===== config.mk =====
export PLATFORM = sky130hd
export DESIGN_NAME = ipds_root
export DESIGN_NICKNAME = d
export VERILOG_FILES = /design/src/hdl/ipds_root.sv
export SDC_FILE = /design/constraint.sdc
export NUM_CORES = 1
export LEC_CHECK = 0
export BUFFER_PORTS_ARGS = -buffer_cell sky130_fd_sc_hd__buf_2
export CORE_MARGIN = 2
export CORE_UTILIZATION = 40
export DETAILED_ROUTE_END_ITERATION = 8
export GPL_ROUTABILITY_DRIVEN = 0
export PLACE_DENSITY = 0.66
export SKIP_CTS_REPAIR_TIMING = 1
export SYNTH_ARGS = -nofsm -noshare
export SYNTH_HDL_FRONTEND = slang
export SYNTH_SLANG_ARGS = --single-unit

===== constraint.sdc =====
create_clock -name clk -period 3.5 [get_ports clk]
set_clock_uncertainty 0.05 [all_clocks]
set_input_delay 0.525 -clock clk [delete_from_list [all_inputs] [get_ports clk]]
set_output_delay 0.525 -clock clk [all_outputs]
set_load 0.05 [all_outputs]

===== src/hdl/ipds_root.sv =====
// iterative integer square root, one result bit per cycle
// uses nothing outside this file
module ipds_root #(
	parameter int RAD_BITS = 36
) (
	input  logic                  clk,
	input  logic                  arst_n,
	input  logic                  start,
	input  logic [RAD_BITS-1:0]   radicand,
	output logic                  busy,
	output logic [RAD_BITS/2-1:0] root
);

	localparam int RW = RAD_BITS / 2;
	localparam int CNT_W = $clog2(RW + 1);

	logic [CNT_W-1:0]    cnt_q;
	logic [RAD_BITS-1:0] rad_q;
	logic [RW+1:0]       rem_q;
	logic [RW-1:0]       root_q;
	logic [RW+3:0]       rem_t;
	logic [RW+3:0]       trial;
	logic                fits;

	assign busy  = cnt_q != '0;
	assign root  = root_q;
	assign rem_t = {rem_q, rad_q[RAD_BITS-1 -: 2]};
	assign trial = {2'b00, root_q, 2'b01};
	assign fits  = rem_t >= trial;

	always_ff @(posedge clk or negedge arst_n) begin
		if (!arst_n) begin
			cnt_q <= '0;
		end else if (start) begin
			cnt_q <= CNT_W'(RW);
		end else if (busy) begin
			cnt_q <= cnt_q - 1'b1;
		end
	end

	always_ff @(posedge clk) begin
		if (start) begin
			rad_q  <= radicand;
			rem_q  <= '0;
			root_q <= '0;
		end else if (busy) begin
			rad_q  <= {rad_q[RAD_BITS-3:0], 2'b00};
			rem_q  <= fits ? (RW+2)'(rem_t - trial) : (RW+2)'(rem_t);
			root_q <= {root_q[RW-2:0], fits};
		end
	end

endmodule


==> results.json <==
{
  "maxSlewHeadroom_pct": 41.6,
  "fin_setup_tns_ps": 0,
  "endpoint_of_the_most_critical_setup_path": "busy",
  "power.total_mw": 4.05,
  "synth_cell_types": 55,
  "post_syn_instances": 437,
  "mappedNetlistArea_mm2": 0.00436,
  "total_of_max_cap_violations": 0,
  "most_common_cell_in_the_netlist": "nand2_1",
  "async_reset_ff_share_pct": 6.33,
  "cts_made_buffers": 9,
  "coreArea_mm2": 0.0107,
  "setup_viol_count_final": 0,
  "grt_pass1_wl_um": 15600,
  "largest_net_degree_at_the_start_of_global_routing": 78,
  "cp.arrival_ps": 2160,
  "detailed_route_via_count": 3428,
  "setup_ws_ps": 767,
  "post-synth-top-area-cell": "edfxtp_1",
  "clock_tree.htree_level_count": 3,
  "ant_nets": 0,
  "finish.utilization_pct": 46.5,
  "achievable-frequency_mhz": 366,
  "total_global_route_track_usage_pct": 16.9,
  "design_area_mm2": 0.00499,
  "placedInstanceArea_mm2": 0.00478,
  "worst_r2r_path_depth": 10,
  "final_net_count": 553,
  "fp-row-count": 38,
  "tritoncts_clock_tree": "done",
  "io_pins": 58,
  "vdd.ir_drop.worst_mv": 0.317,
  "end_kind": "primary output",
  "drtPass1Iterations": 4,
  "tightestPinTransition_ps": 876,
  "clk-insertion-delay-late_ps": 370,
  "crit_path_cell_trace": "inv_1 > ha_1 > nor4b_4 > inv_1 > buf_4 > buf_2",
  "die_width_um": 108,
  "status": "complete, no violations",
  "yosysWarnings": 0,
  "layout_cell_share_with_drive_strength_beyond_1_pct": 25.4,
  "fin_worst_hold_slack_ps": 387,
  "antenna_found_initial": 0,
  "hpwl_after_detailed_placement_um": 6670,
  "timing_hold_violations_final": 0,
  "worst_hold_startpoint": "radicand[1]",
  "detail_route.iter0.violations": 165,
  "synth_area_leaders": "edfxtp_1, dfxtp_1, mux2_2",
  "routed_via_density": 5.38,
  "reg2reg_to": "rem_q[4]$_SDFFE_PP0P_",
  "floorplan.die.height_um": 108,
  "clk_pin_slew_ps": 90,
  "synth_edf_count": 36,
  "areaGrowthSynthToFinish_pct": 14.6,
  "place_ws_ps": 918,
  "syn-num-nets": 498,
  "yosys.area.top_type_share_pct": 24.8,
  "worstHoldPathCells": 2,
  "critical_path_slowest_stage_cell": "nor4b_4",
  "synth_top_cells_by_count": "nand2_1, dfxtp_1, a21oi_1, edfxtp_1, mux2_2",
  "min_period_ps": 2730,
  "layout.cells.non_filler": 637,
  "required_time_of_the_critical_path_ps": 2920,
  "first_global_vias": 3269,
  "grt-ovfl-total": 0,
  "power.leakage_nw": 2.01,
  "yosysSeqAreaShare_pct": 45.1,
  "slew_violations": 0,
  "diodes_inserted": 0,
  "postSynth.topFlopCell": "dfxtp_1",
  "clock_path_buffers": 2,
  "port_buffers": 57,
  "postSynthRegisterBits": 79,
  "cp_max_fo": 14,
  "worstSetupStartpoint": "cnt_q[0]$_DFFE_PN0P_",
  "initial_standard_cell_utilization_of_the_core_pct": 40.5,
  "min_period_over_period_pct": 78.1,
  "worst-r2r-setup-slack_ps": 880,
  "detail_route.wl_per_cell_um": 14.7,
  "worstHoldPathType": "in2reg",
  "dp_cells": 620,
  "synthesis.area_per_instance_um2": 9.97,
  "power.density_cell_area_mw_per_mm2": 812,
  "drt-total-wl_um": 9370,
  "post_route_drc": 0,
  "cts.sinks": 79,
  "critical_path_start_type": "register",
  "critical_path_class": "reg2out",
  "cts.root.buffer_cell": "clkbuf_8",
  "most_used_cell_cp": "inv_1",
  "rsz0062_at_grt": "no",
  "worst_r2r_startpoint": "root[13]$_SDFFE_PP0P_",
  "design.die.area_mm2": 0.0117,
  "slowest_delay_ps": 520
}
[layer usage]
| metal | wire length (um) | share of wire (%) | GRT usage, % | vias to the layer above |
|---|---|---|---|---|
| li1 | - | - | - | 1697 |
| met1 | 4110 | 44 | 20.7 | 1622 |
| met2 | 4450 | 48 | 28.0 | 94 |
| met3 | 633 | 6.8 | 5.24 | 15 |
| met4 | 165 | 1.8 | 6.32 | 0 |
| met5 | 0 | 0 | 0 | - |
[placed cells by master, fill, tap and decap left out, drive strengths merged, types with 6 or more instances in the layout]
master / instances
edfxtp: 36
dfxtp: 38
nor2: 27
ha: 22
xor2: 7
a31oi: 9
mux2i: 11
clkbuf: 9
xnor2: 9
o211ai: 7
a21oi: 37
inv: 29
nand2: 56
a211oi: 16
nor3: 6
nand2b: 6
buf: 65
mux2: 34
o21ai: 15
[power by group]
group / total, mW / leakage, nW / internal (mW) / switching [mW]
sequential: 1.24 / 0.756 / 1.14 / 0.106
combinational: 2.11 / 1.15 / 0.939 / 1.17
clock: 0.705 / 0.102 / 0.338 / 0.367
total: 4.05 / 2.01 / 2.41 / 1.64
[cell families after synthesis]
logic type      synth area share, %
simple gates                   12.3
flops                          45.1
xor+xnor                       3.22
buf+inv                        4.94
mux                            11.3
compound gates                 16.7
fa+ha+maj                      6.32
[critical path, delay by kind of cell, from the launching register on]
family,cells,cell delay [ps]
buffers and inverters,4,670
and+or+nand+nor,1,520
DFF,1,390
adders and majority gates,1,200
[area by class of cell]
cell class | count | area [um2]
clock buffers | 9 | 124
clock inverters | 7 | 80.1
repair buffers | 66 | 355
multi-input cells | 309 | 2190
flip-flops and latches | 79 | 1970
fillers | 1059 | 5750
well taps | 140 | 175
inverters | 27 | 101
[sequential cells by signal, summed over array words and instances, names as in the netlist]
register  count
cnt_q         5
rem_q        20
rad_q        36
root         18
[worst min path at each step]
stage,end
2_1_floorplan,cnt_q[0]$_DFFE_PN0P_
3_3_place_gp,cnt_q[2]$_DFFE_PN0P_
3_5_place_dp,cnt_q[2]$_DFFE_PN0P_
4_1_cts,cnt_q[1]$_DFFE_PN0P_
5_1_grt,rad_q[10]$_DFFE_PP_
6_report,rad_q[1]$_SDFFCE_PN0P_
Power figures use the tool's default switching activity.
